## src/rtl/ili_pkg.sv

```systemverilog
package ili_pkg;

    // Field widths of the request and response beats
    localparam int OPCODE_W = 3;
    localparam int POS_W    = 6;
    localparam int WORD_W   = 32;
    localparam int COUNT_W  = 7;
    localparam int STATUS_W = 2;

    // Width of positions and counts inside the cell row (covers DEPTH up to 1024)
    localparam int IDX_W = 11;

    // Fan-in of one node of the read gather tree
    localparam int RADIX = 8;

    // Operation codes
    localparam logic [OPCODE_W-1:0] OP_PUSH   = 3'd0;
    localparam logic [OPCODE_W-1:0] OP_POP    = 3'd1;
    localparam logic [OPCODE_W-1:0] OP_INSERT = 3'd2;
    localparam logic [OPCODE_W-1:0] OP_DELETE = 3'd3;
    localparam logic [OPCODE_W-1:0] OP_READ   = 3'd4;

    // Status codes
    localparam logic [STATUS_W-1:0] ST_OK    = 2'd0;
    localparam logic [STATUS_W-1:0] ST_FULL  = 2'd1;
    localparam logic [STATUS_W-1:0] ST_EMPTY = 2'd2;
    localparam logic [STATUS_W-1:0] ST_RANGE = 2'd3;

    typedef logic signed [WORD_W-1:0] word_t;

    typedef struct packed {
        logic [OPCODE_W-1:0] opcode;
        logic [POS_W-1:0]    position;
        word_t               value;
    } req_t;

    typedef struct packed {
        word_t               read_value;
        logic [COUNT_W-1:0]  item_count;
        logic [STATUS_W-1:0] status;
    } rsp_t;

    // What each cell does with its entry on an accepted beat
    typedef enum logic [1:0] {
        SH_NONE,
        SH_INS,
        SH_DEL
    } shift_t;

    // Broadcast from the controller to every cell
    typedef struct packed {
        shift_t           kind;
        logic [IDX_W-1:0] pos;
        logic [IDX_W-1:0] last;
        word_t            value;
        logic             load;
        logic             hit_en;
        logic [IDX_W-1:0] tap_sel;
    } cell_ctrl_t;

    typedef enum logic [1:0] {
        S_IDLE,
        S_WAIT,
        S_OUT
    } state_t;

    // Node count of a tree level, level zero being the leaves
    function automatic int nodes_at(input int n, input int k);
        int m;
        m = n;
        for (int l = 0; l < k; l++) begin
            m = (m + RADIX - 1) / RADIX;
        end
        return m;
    endfunction

    // Number of registered levels needed to reduce n leaves to one
    function automatic int tree_levels(input int n);
        int m;
        int l;
        m = n;
        l = 0;
        while (m > 1) begin
            m = (m + RADIX - 1) / RADIX;
            l++;
        end
        return l;
    endfunction

endpackage

```

## src/rtl/ili_cell.sv

```systemverilog
module ili_cell #(
    parameter int INDEX = 0
) (
    input  logic                clk,
    input  ili_pkg::cell_ctrl_t ctrl,
    input  ili_pkg::word_t      left,
    input  ili_pkg::word_t      right,
    output ili_pkg::word_t      entry,
    output ili_pkg::word_t      tap
);

    localparam int IW = ili_pkg::IDX_W;
    localparam logic [IW-1:0] IDX      = IW'(INDEX);
    localparam logic [IW-1:0] IDX_NEXT = IW'(INDEX + 1);

    ili_pkg::word_t entry_reg;
    ili_pkg::word_t entry_next;
    ili_pkg::word_t tap_reg;
    ili_pkg::word_t tap_next;

    // Decide this cell's own move from the broadcast position
    always_comb
    begin
        entry_next = entry_reg;
        case (ctrl.kind)
            ili_pkg::SH_INS:
            begin
                if (IDX == ctrl.pos)
                begin
                    entry_next = ctrl.value;
                end
                else if (IDX > ctrl.pos && IDX <= ctrl.last)
                begin
                    entry_next = left;
                end
            end
            ili_pkg::SH_DEL:
            begin
                if (IDX >= ctrl.pos && IDX_NEXT < ctrl.last)
                begin
                    entry_next = right;
                end
            end
            default:
            begin
                entry_next = entry_reg;
            end
        endcase
    end

    // On an accepted beat offer the current word to the gather tree when selected, else zero; else hold
    always_comb
    begin
        tap_next = tap_reg;
        if (ctrl.load)
        begin
            tap_next = (ctrl.hit_en && IDX == ctrl.tap_sel) ? entry_reg : '0;
        end
    end

    always_ff @(posedge clk)
    begin
        entry_reg <= entry_next;
        tap_reg   <= tap_next;
    end

    assign entry = entry_reg;
    assign tap   = tap_reg;

endmodule

```

## config.mk

```make
export PLATFORM = sky130hd
export DESIGN_NAME = ili_cell
export DESIGN_NICKNAME = d
export VERILOG_FILES = /design/src/rtl/ili_pkg.sv /design/src/rtl/ili_cell.sv
export SDC_FILE = /design/constraint.sdc
export NUM_CORES = 1
export LEC_CHECK = 0
export BUFFER_PORTS_ARGS = -buffer_cell sky130_fd_sc_hd__buf_2
export CAP_MARGIN = 20
export CORE_UTILIZATION = 40
export DETAILED_ROUTE_END_ITERATION = 8
export GPL_TIMING_DRIVEN = 1
export PLACE_DENSITY_LB_ADDON = 0.25
export SYNTH_ARGS = -nofsm -noshare
export SYNTH_HDL_FRONTEND = slang
export SYNTH_SLANG_ARGS = --single-unit
```

## constraint.sdc

```tcl
create_clock -name clk -period 3.9 [get_ports clk]
set_input_delay 0.585 -clock clk [delete_from_list [all_inputs] [get_ports clk]]
set_output_delay 0.585 -clock clk [all_outputs]
set_load 0.1 [all_outputs]
```

==> summary.md, run 1 <==
| Metric | Value |
|---|---|
| Root buffer cell | `clkbuf_8` |
| Max-Cap Viols | `0` |
| Max stage delay on crit path | `550 ps` |
| Hold bufs inserted after CTS | `0` |
| Area contributors post-synth | `edfxtp_1 61%, o31ai_1 7.6%, a31oi_1 6.3%, and2_1 6.3%, nand4_1 6.3%` |
| Multi-input logic area | `approximately 1100 µm²` |
| Clk_skew | `approximately 8.4 ps` |
| Area grow syn2layout | `39.6%` |
| YS warnings | `0` |
| CP Launch Type | `input port` |
| CTS tree | `built` |
| Flops & latches, synth | `64` |
| Post-synthesis cell type count | `20` |
| RSZ-0062 raised after global routing | `no` |
| Routed wire per std cell | `about 16 µm` |
| Initial antenna violation count | `1` |
| Final min period | `roughly 2600 ps` |
| Biggest area consumer among synthesized cells | `edfxtp_1` |
| Chip width | `about 91 µm` |
| CTS Buf Count | `9` |
| Finish-stage setup viols | `0` |
| Max_slew headroom | `0.353` |
| Buffers added on ports | `between 150 and 200` |
| First-pass GRT wire length | `around 14 mm` |
| Layout cell share with drive strength beyond 1 | `0.475` |
| Nets | `roughly 600` |
| Clock buffer depth | `2` |
| Post-route DRC | `0` |
| Setup bufs post-CTS | `0` |
| Total Routing Usage GR | `0.222` |
| Sequential share of the synthesized area | `0.609` |
| DR vias/cell | `5.37` |
| Tightest Pin Transition | `969 ps` |
| Core area | `about 7700 µm²` |
| Pre-CTS setup slack | `between 900 and 1000 ps` |
| Worst Setup End Kind | `register` |
| Vias in the first global route | `around 2,800` |
| Critical path class | `input port to register` |
| Power Density | `between 400 and 500 nW/µm²` |
| Die Y | `90.8 µm` |
| Slew Limit Fails | `0` |
| Routability-driven placement congestion ratio | `roughly 0.81` |
| Synth top area share | `0.609` |
| Worst-path cell chain | `buf_2 > or4_1 > buf_4 > or4_1 > o21ai_4 > buf_4` |
| R2R depth | `1` |
| Gate Count Post-Synth | `~280` |
| Vias | `3,044` |
| Post_cts resized | `0` |
| Largest net degree at the start of global routing | `65` |
| HPWL Detailed | `approximately 6.3 mm` |
| P_leak | `~1.9 nW` |
| Clock sinks | `between 60 and 70` |
| Status | `completed` |
| GRT overflow | `0` |
| CP required | `~3900 ps` |
| Routed Antenna Nets | `0` |
| Max Fclk | `roughly 390 MHz` |
| Final Cell Area | `approximately 4400 µm²` |
| Clock transition at the registers of the reported paths | `approximately 70 ps` |
| Placement Cell Area | `between 4000 and 5000 µm²` |
| Core Rows | `32` |
| Clock Latency Late Sink | `approximately 340 ps` |
| Cell area after synthesis | `about 3200 µm²` |
| Die ar. | `between 8000 and 9000 µm²` |
| Fill cells | `between 700 and 800` |
| Iter 0 DRT Violations | `roughly 120` |
| # H-tree levels | `3` |
| Period utilisation layout | `0.660` |
| Worst hold path type | `register to register` |
| Number of diodes | `0` |
| Crit path max-delay cell type | `or4_1` |
| Reg area | `a little under 2000 µm²` |
| Final setup margin | `around 1300 ps` |
| Worst Path Max Fanout | `33` |
| WHS Path Cells | `1` |
| Peak VDD IR | `approximately 0.00019 V` |
| Effective utilization at floorplan | `0.410` |
| Syn Area/Cell | `11.4 µm²` |
| CP arrival | `2560 ps` |
| Hold Violations, Final | `0` |
| Initial DRT Pass Iterations | `6` |
| I/O pin cnt | `about 200` |
| TNS Setup | `0 ps` |
| Syn Nets | `413` |
| Aggregate routed wire length | `between 9 and 10 mm` |
[cells in the mapped netlist]
| cell | number |
|---|---|
| a41oi_1 | 1 |
| nor4_1 | 5 |
| buf_1 | 1 |
| inv_2 | 1 |
| or3_1 | 1 |
| edfxtp_1 | 64 |
| and2_1 | 32 |
| buf_2 | 4 |
| nand4_1 | 32 |
| inv_1 | 2 |
| o31ai_1 | 32 |
| ha_1 | 2 |
| nor2_1 | 33 |
| o21ai_1 | 1 |
| or4_1 | 5 |
| and3_1 | 1 |
| clkbuf_1 | 25 |
| a31oi_1 | 32 |
| nor3_1 | 2 |
| nor4b_1 | 1 |
[worst paths after layout]
kind / start / endpoint / slack, ps
setup / recovery: ctrl[60] / entry[26] / 1330
hold / removal: entry[7] / tap[7] / 550
hold reg to reg: entry[7] / tap[7] / 550
setup reg to reg: entry[2] / tap[2] / 3080
[layout make-up]
cell class,instances,share of cell area
Clock buffer,10,0.0290
Clock inverter,5,0.0111
Inverter,3,0.00256
Multi-Input combinational cell,180,0.257
Sequential cell,64,0.436
Tap cell,102,0.0290
Timing Repair Buffer,203,0.235
[cells in the final DEF, fill, tap and decap left out, types with 2 or more instances in the layout]
| cell | n |
|---|---|
| and2_1 | 32 |
| a31oi_1 | 32 |
| buf_2 | 196 |
| buf_4 | 7 |
| o31ai_1 | 32 |
| nor4_1 | 3 |
| ha_1 | 2 |
| edfxtp_1 | 64 |
| inv_1 | 2 |
| nor4_2 | 2 |
| clkbuf_8 | 9 |
| nor2_1 | 33 |
| clkinv_2 | 3 |
| nand4_1 | 32 |
| or4_1 | 5 |
[layer usage]
metal	global-route usage	share of wire
met1	0.264	0.41
met2	0.383	0.50
met3	0.0707	0.084
met4	0.0661	0.010
met5	0	0.00088
[stage by stage]
| step | hold WS, ps | power (mW) | instances | utilization |
|---|---|---|---|---|
| 5_1_grt | 565 | 2.00 | 567 | 0.573 |
| 4_1_cts | 552 | 1.95 | 567 | 0.573 |
| 3_5_place_dp | 533 | 1.43 | 552 | 0.550 |
| 3_3_place_gp | 530 | 1.43 | 552 | 0.550 |
| 6_report | 548 | 1.94 | 567 | 0.573 |
| 2_1_floorplan | 697 | 1.29 | 277 | - |
[worst max-delay path, delay by kind of cell]
kind | cells | cell delay (ps)
simple gates | 2 | 1050
buf+inv | 3 | 770
compound gates | 1 | 130
[power by group]
part / total [mW] / switching, mW / leakage (nW) / internal [mW]
Combinational: 0.580 / 0.474 / 1.13 / 0.106
Clock: 0.525 / 0.239 / 0.0933 / 0.286
Sequential: 0.838 / 0.0206 / 0.650 / 0.817
Total: 1.94 / 0.733 / 1.87 / 1.21
[kinds of logic after synthesis]
group | synth area share
flops | 0.609
compound gates | 0.144
simple gates | 0.198
buf+inv | 0.0409
fa+ha+maj | 0.00793
Note: power is estimated with default switching activity, not from simulation.
==> run 2, diff against run 1 <==
CORE_UTILIZATION = 39   (was 40)
clock period = 2.19 ns   (was 3.9 ns; I/O delays follow)
==> summary.md, run 2 (synthesis gave the netlist of run 1 again) <==
| Metric | Value |
|---|---|
| CP arrival | `around 1900 ps` |
| CP Launch Type | `input port` |
| Clock Latency Late Sink | `between 300 and 400 ps` |
| Routed Antenna Nets | `0` |
| I/O pin cnt | `a little under 200` |
| Fill cells | `a little under 700` |
| Peak VDD IR | `~0.00028 V` |
| Min-delay src | `right[4]` |
| Switch share | `0.372` |
| Slew Limit Fails | `0` |
| Setup bufs post-CTS | `0` |
| Post-route DRC | `0` |
| Die ar. | `roughly 8500 µm²` |
| WHS Path Cells | `3` |
| GRT overflow | `0` |
| HPWL Detailed | `~6.7 mm` |
| Effective utilization at floorplan | `0.406` |
| Iter 0 DRT Violations | `between 100 and 150` |
| R2R depth | `1` |
| Pre-CTS setup slack | `-57.6 ps` |
| RSZ-0062 raised after global routing | `no` |
| Critical path class | `input port to register` |
| First-pass GRT wire length | `14.1 mm` |
| Placement Cell Area | `~4300 µm²` |
| Flop-to-flop setup slack | `around 1400 ps` |
| Initial DRT Pass Iterations | `5` |
| Status | `completed` |
| Number of diodes | `0` |
| Period utilisation layout | `0.869` |
| Largest net degree at the start of global routing | `44` |
| Max Fclk | `roughly 530 MHz` |
| Routability-driven placement congestion ratio | `about 0.8` |
| GRT met3 Usage | `0.0406` |
| Core area | `between 7000 and 8000 µm²` |
| Net Sw Power | `about 1.3 mW` |
| Aggregate routed wire length | `9.28 mm` |
| Commonest cells after routing, fill and taps aside | `196 x buf_2, 64 x edfxtp_1, 33 x nor2_1` |
| Worst Path Max Fanout | `32` |
| Final Cell Area | `approximately 4500 µm²` |
| Finish-stage setup viols | `0` |
| Max-Cap Viols | `0` |
| Total Routing Usage GR | `0.222` |
| Worst hold path type | `input port to register` |
| Worst Setup End Kind | `register` |
| P_leak | `slightly below 2 nW` |
| Area grow syn2layout | `42.5%` |
| Clock Power Share | `0.262` |
| Final min period | `1900 ps` |
| DR vias/cell | `roughly 5.3` |
| Hold bufs inserted after CTS | `0` |
| Initial antenna violation count | `0` |
| Met2 GRT Util | `0.381` |
| CTS tree | `built` |
| Clock sinks | `64` |
| Hold Violations, Final | `0` |
| Most common cell after layout, fill and taps aside | `buf_2` |
| Clock transition at the registers of the reported paths | `60 ps` |
| Hold endpoint | `entry[4]` |
| CTS Buf Count | `9` |
| Chip width | `approximately 92 µm` |
| Int Power | `around 2.2 mW` |
| Nets | `607` |
| Logic pwr share | `0.306` |
| Met1 Track Usage GR | `0.274` |
| Final setup margin | `between 200 and 300 ps` |
| Routed wire per std cell | `around 16 µm` |
| Clk_skew | `2.22 ps` |
| # H-tree levels | `3` |
| Gr busiest metal | `met2` |
| Power Density | `around 770 nW/µm²` |
| Die Y | `around 90 µm` |
| Max_slew headroom | `0.517` |
| Buffers added on ports | `slightly below 200` |
| Reg2reg start | `entry[2]` |
| Crit Reg-Reg Endpoint | `tap[2]` |
| Vias in the first global route | `between 2,000 and 3,000` |
| CP required | `between 2000 and 2500 ps` |
| Post_cts resized | `0` |
| Reg power frac | `0.432` |
| Core Rows | `32` |
| Layout cell share with drive strength beyond 1 | `0.488` |
| Vias | `3,072` |
| Tightest Pin Transition | `724 ps` |
| Clock buffer depth | `2` |
| Root buffer cell | `clkbuf_8` |
[run 2: area by class of cell]
type | count | area [µm²] | share of cell area
Timing Repair Buffer | 213 | 1120 | 0.249
Clock inverter | 5 | 48.8 | 0.0109
Clock buffer | 10 | 128 | 0.0284
Multi-Input combinational cell | 180 | 1140 | 0.253
Tap cell | 102 | 128 | 0.0284
Inverter | 3 | 11.3 | 0.00251
Sequential cell | 64 | 1920 | 0.428
[run 2: power groups by stage]
stage | logic, mW | registers [mW] | clock network [mW]
after floorplan | 0.125 | 2.17 | 0
after global routing | 1.09 | 1.50 | 0.975
after detailed placement | 1.06 | 1.52 | 0
after CTS | 1.06 | 1.49 | 0.936
final | 1.05 | 1.49 | 0.904
after global placement | 1.05 | 1.52 | 0
[run 2: through the flow]
stage                     TNS [ps]  instances  utilization  hold slack, ps  total power [mW]
after detailed placement     -1800        562        0.556             532              2.57
after global routing             0        577        0.579             355              3.57
after floorplan             -10040        277            -             441              2.29
final                            0        577        0.579             354              3.45
after global placement       -1550        562        0.556             530              2.57
after CTS                        0        577        0.579             328              3.49
[run 2: worst max path at each step]
| stage | start | to | slack (ps) | cells after the start |
|---|---|---|---|---|
| 2_1_floorplan | ctrl[59] | entry[0] | -310 | 4 |
| 3_3_place_gp | ctrl[59] | entry[19] | -50 | 5 |
| 3_5_place_dp | ctrl[59] | entry[19] | -60 | 5 |
| 4_1_cts | ctrl[59] | entry[13] | 300 | 5 |
| 5_1_grt | ctrl[59] | entry[26] | 270 | 5 |
| 6_report | ctrl[59] | entry[13] | 290 | 5 |
[run 2: routing by layer]
metal / vias up / share of wire
li1: 1480 / -
met1: 1383 / 0.40
met2: 192 / 0.48
met3: 17 / 0.099
met4: 0 / 0.021
met5: - / 0
[run 2: worst max-delay path: stages]
cell     delay, ps
buf_2          100
or4_1          540
or4_4          540
o21ai_4        180
buf_12         220
==> run 3, diff against run 2 <==
CELL_PAD_IN_SITES_DETAIL_PLACEMENT = 0   (was unset)
CELL_PAD_IN_SITES_GLOBAL_PLACEMENT = 1   (was unset)
CORE_UTILIZATION = 28   (was 39)
==> summary.md, run 3 (synthesis gave the netlist of run 1 again) <==
| Metric | Value |
|---|---|
| Status | `completed` |
| Layout cell share with drive strength beyond 1 | `0.489` |
| Worst Path Max Fanout | `18` |
| Final Cell Area | `4550 µm²` |
| Clk_skew | `6.21 ps` |
| Nets | `roughly 600` |
| Core area | `10,900 µm²` |
| Max stage delay on crit path | `about 550 ps` |
| P_leak | `a little under 2 nW` |
| Clock sinks | `64` |
| CP required | `~2200 ps` |
| Chip width | `~110 µm` |
| Die Y | `108 µm` |
| Clock buffer depth | `2` |
| RSZ-0062 raised after global routing | `no` |
| Post-route core utilization | `0.418` |
| Post_cts resized | `0` |
| Routability-driven placement congestion ratio | `approximately 0.77` |
| Cells after DPL | `between 600 and 700` |
| # H-tree levels | `3` |
| Root buffer cell | `clkbuf_8` |
| Core Rows | `38` |
| CTS Buf Count | `9` |
| Fin cells | `about 620` |
| CTS tree | `built` |
| GRT overflow | `0` |
| Max-Cap Viols | `0` |
| Routed Antenna Nets | `0` |
| Die ar. | `11,700 µm²` |
| HPWL Detailed | `around 7.3 mm` |
| Hold Violations, Final | `0` |
| Finish-stage setup viols | `0` |
| Crit path max-delay cell type | `or4_1` |
| Period utilisation layout | `0.876` |
| Worst Setup End Kind | `register` |
| Setup bufs post-CTS | `0` |
| Clock Latency Late Sink | `between 300 and 400 ps` |
| Buffers added on ports | `roughly 200` |
| Iter 0 DRT Violations | `203` |
| Clock transition at the registers of the reported paths | `approximately 60 ps` |
| DR vias/cell | `approximately 5` |
| Hold bufs inserted after CTS | `0` |
| Commonest cells after routing, fill and taps aside | `196 x buf_2, 64 x edfxtp_1, 33 x nor2_1` |
| Area grow syn2layout | `44.4%` |
| Worst-path cell chain | `buf_2 > or4_1 > or4_4 > o21ai_4 > buf_12` |
| Aggregate routed wire length | `9.82 mm` |
| Final min period | `between 1500 and 2000 ps` |
| Placement Cell Area | `approximately 4400 µm²` |
| CP arrival | `1960 ps` |
| Worst hold path type | `input port to register` |
| Initial antenna violation count | `0` |
| Vias in the first global route | `roughly 2,900` |
| First-pass GRT wire length | `14.7 mm` |
| CP Launch Type | `input port` |
| Number of diodes | `0` |
| Power Density | `733 nW/µm²` |
| Buf/Inv on CP | `2` |
| Slew Limit Fails | `0` |
| Critical path's top delay family | `simple AND/OR/NAND/NOR gates` |
| Max_slew headroom | `0.495` |
| Max Fclk | `roughly 520 MHz` |
| Most common cell after layout, fill and taps aside | `buf_2` |
| Critical path class | `input port to register` |
| Post-route DRC | `0` |
| Routed wire per std cell | `15.9 µm` |
| Peak VDD IR | `between 0.0003 and 0.0004 V` |
| Tightest Pin Transition | `roughly 760 ps` |
| Largest net degree at the start of global routing | `39` |
| Vias | `3,000` |
| Effective utilization at floorplan | `0.290` |
| Initial DRT Pass Iterations | `4` |
| I/O pin cnt | `~200` |
| TNS Setup | `0 ps` |
| Total Routing Usage GR | `0.168` |
[run 3: cell types whose count changed in the layout (fill, tap and decap cells not counted), sizes merged]
cell,previous run,this run
clkbuf,10,11
clkinv,4,2
buf,213,216
bufinv,1,0
[run 3: path summary, 6_finish.rpt]
check | startpoint | to | slack (ps) | cells past startpoint
min | right[28] | entry[28] | 340 | 3
max | ctrl[59] | entry[0] | 270 | 5
max reg2reg | entry[4] | tap[4] | 1370 | 1
min reg2reg | entry[26] | tap[26] | 540 | 1
[run 3: layer usage]
layer / wire (µm) / GRT usage / vias up
li1: - / - / 1485
met1: 4210 / 0.211 / 1357
met2: 4700 / 0.274 / 150
met3: 820 / 0.0452 / 8
met4: 83 / 0.0616 / 0
met5: 0 / 0 / -
[run 3: power by group]
part           internal, mW  leakage, nW  total [mW]  switching [mW]
registers              1.45        0.650        1.49          0.0339
clock network         0.388       0.0749       0.785           0.397
logic                 0.213         1.21        1.07           0.853
total                  2.06         1.93        3.34            1.28
[run 3: layout make-up]
| class | instances | area, µm² |
|---|---|---|
| fill | 1095 | 6330 |
| sequential | 64 | 1920 |
| timing repair buffer | 216 | 1170 |
| multi-input combinational | 180 | 1140 |
| tap | 140 | 175 |
| clock buffer | 11 | 131 |
| inverter | 3 | 11.3 |
| clock inverter | 2 | 10.0 |
[run 3: stage by stage]
stage,hold slack (ps),worst slack (ps),power (mW)
after CTS,312,285,3.38
final,338,271,3.34
after detailed placement,530,-85.3,2.59
after floorplan,441,-314,2.29
after global routing,342,241,3.47
after global placement,530,-82.5,2.58
[run 3: worst min-delay path, delay by kind of cell]
family | cells | cell delay [ps]
AOI/OAI and AO/OA | 1 | 120
buffers and inverters | 1 | 80
and+or+nand+nor | 1 | 30
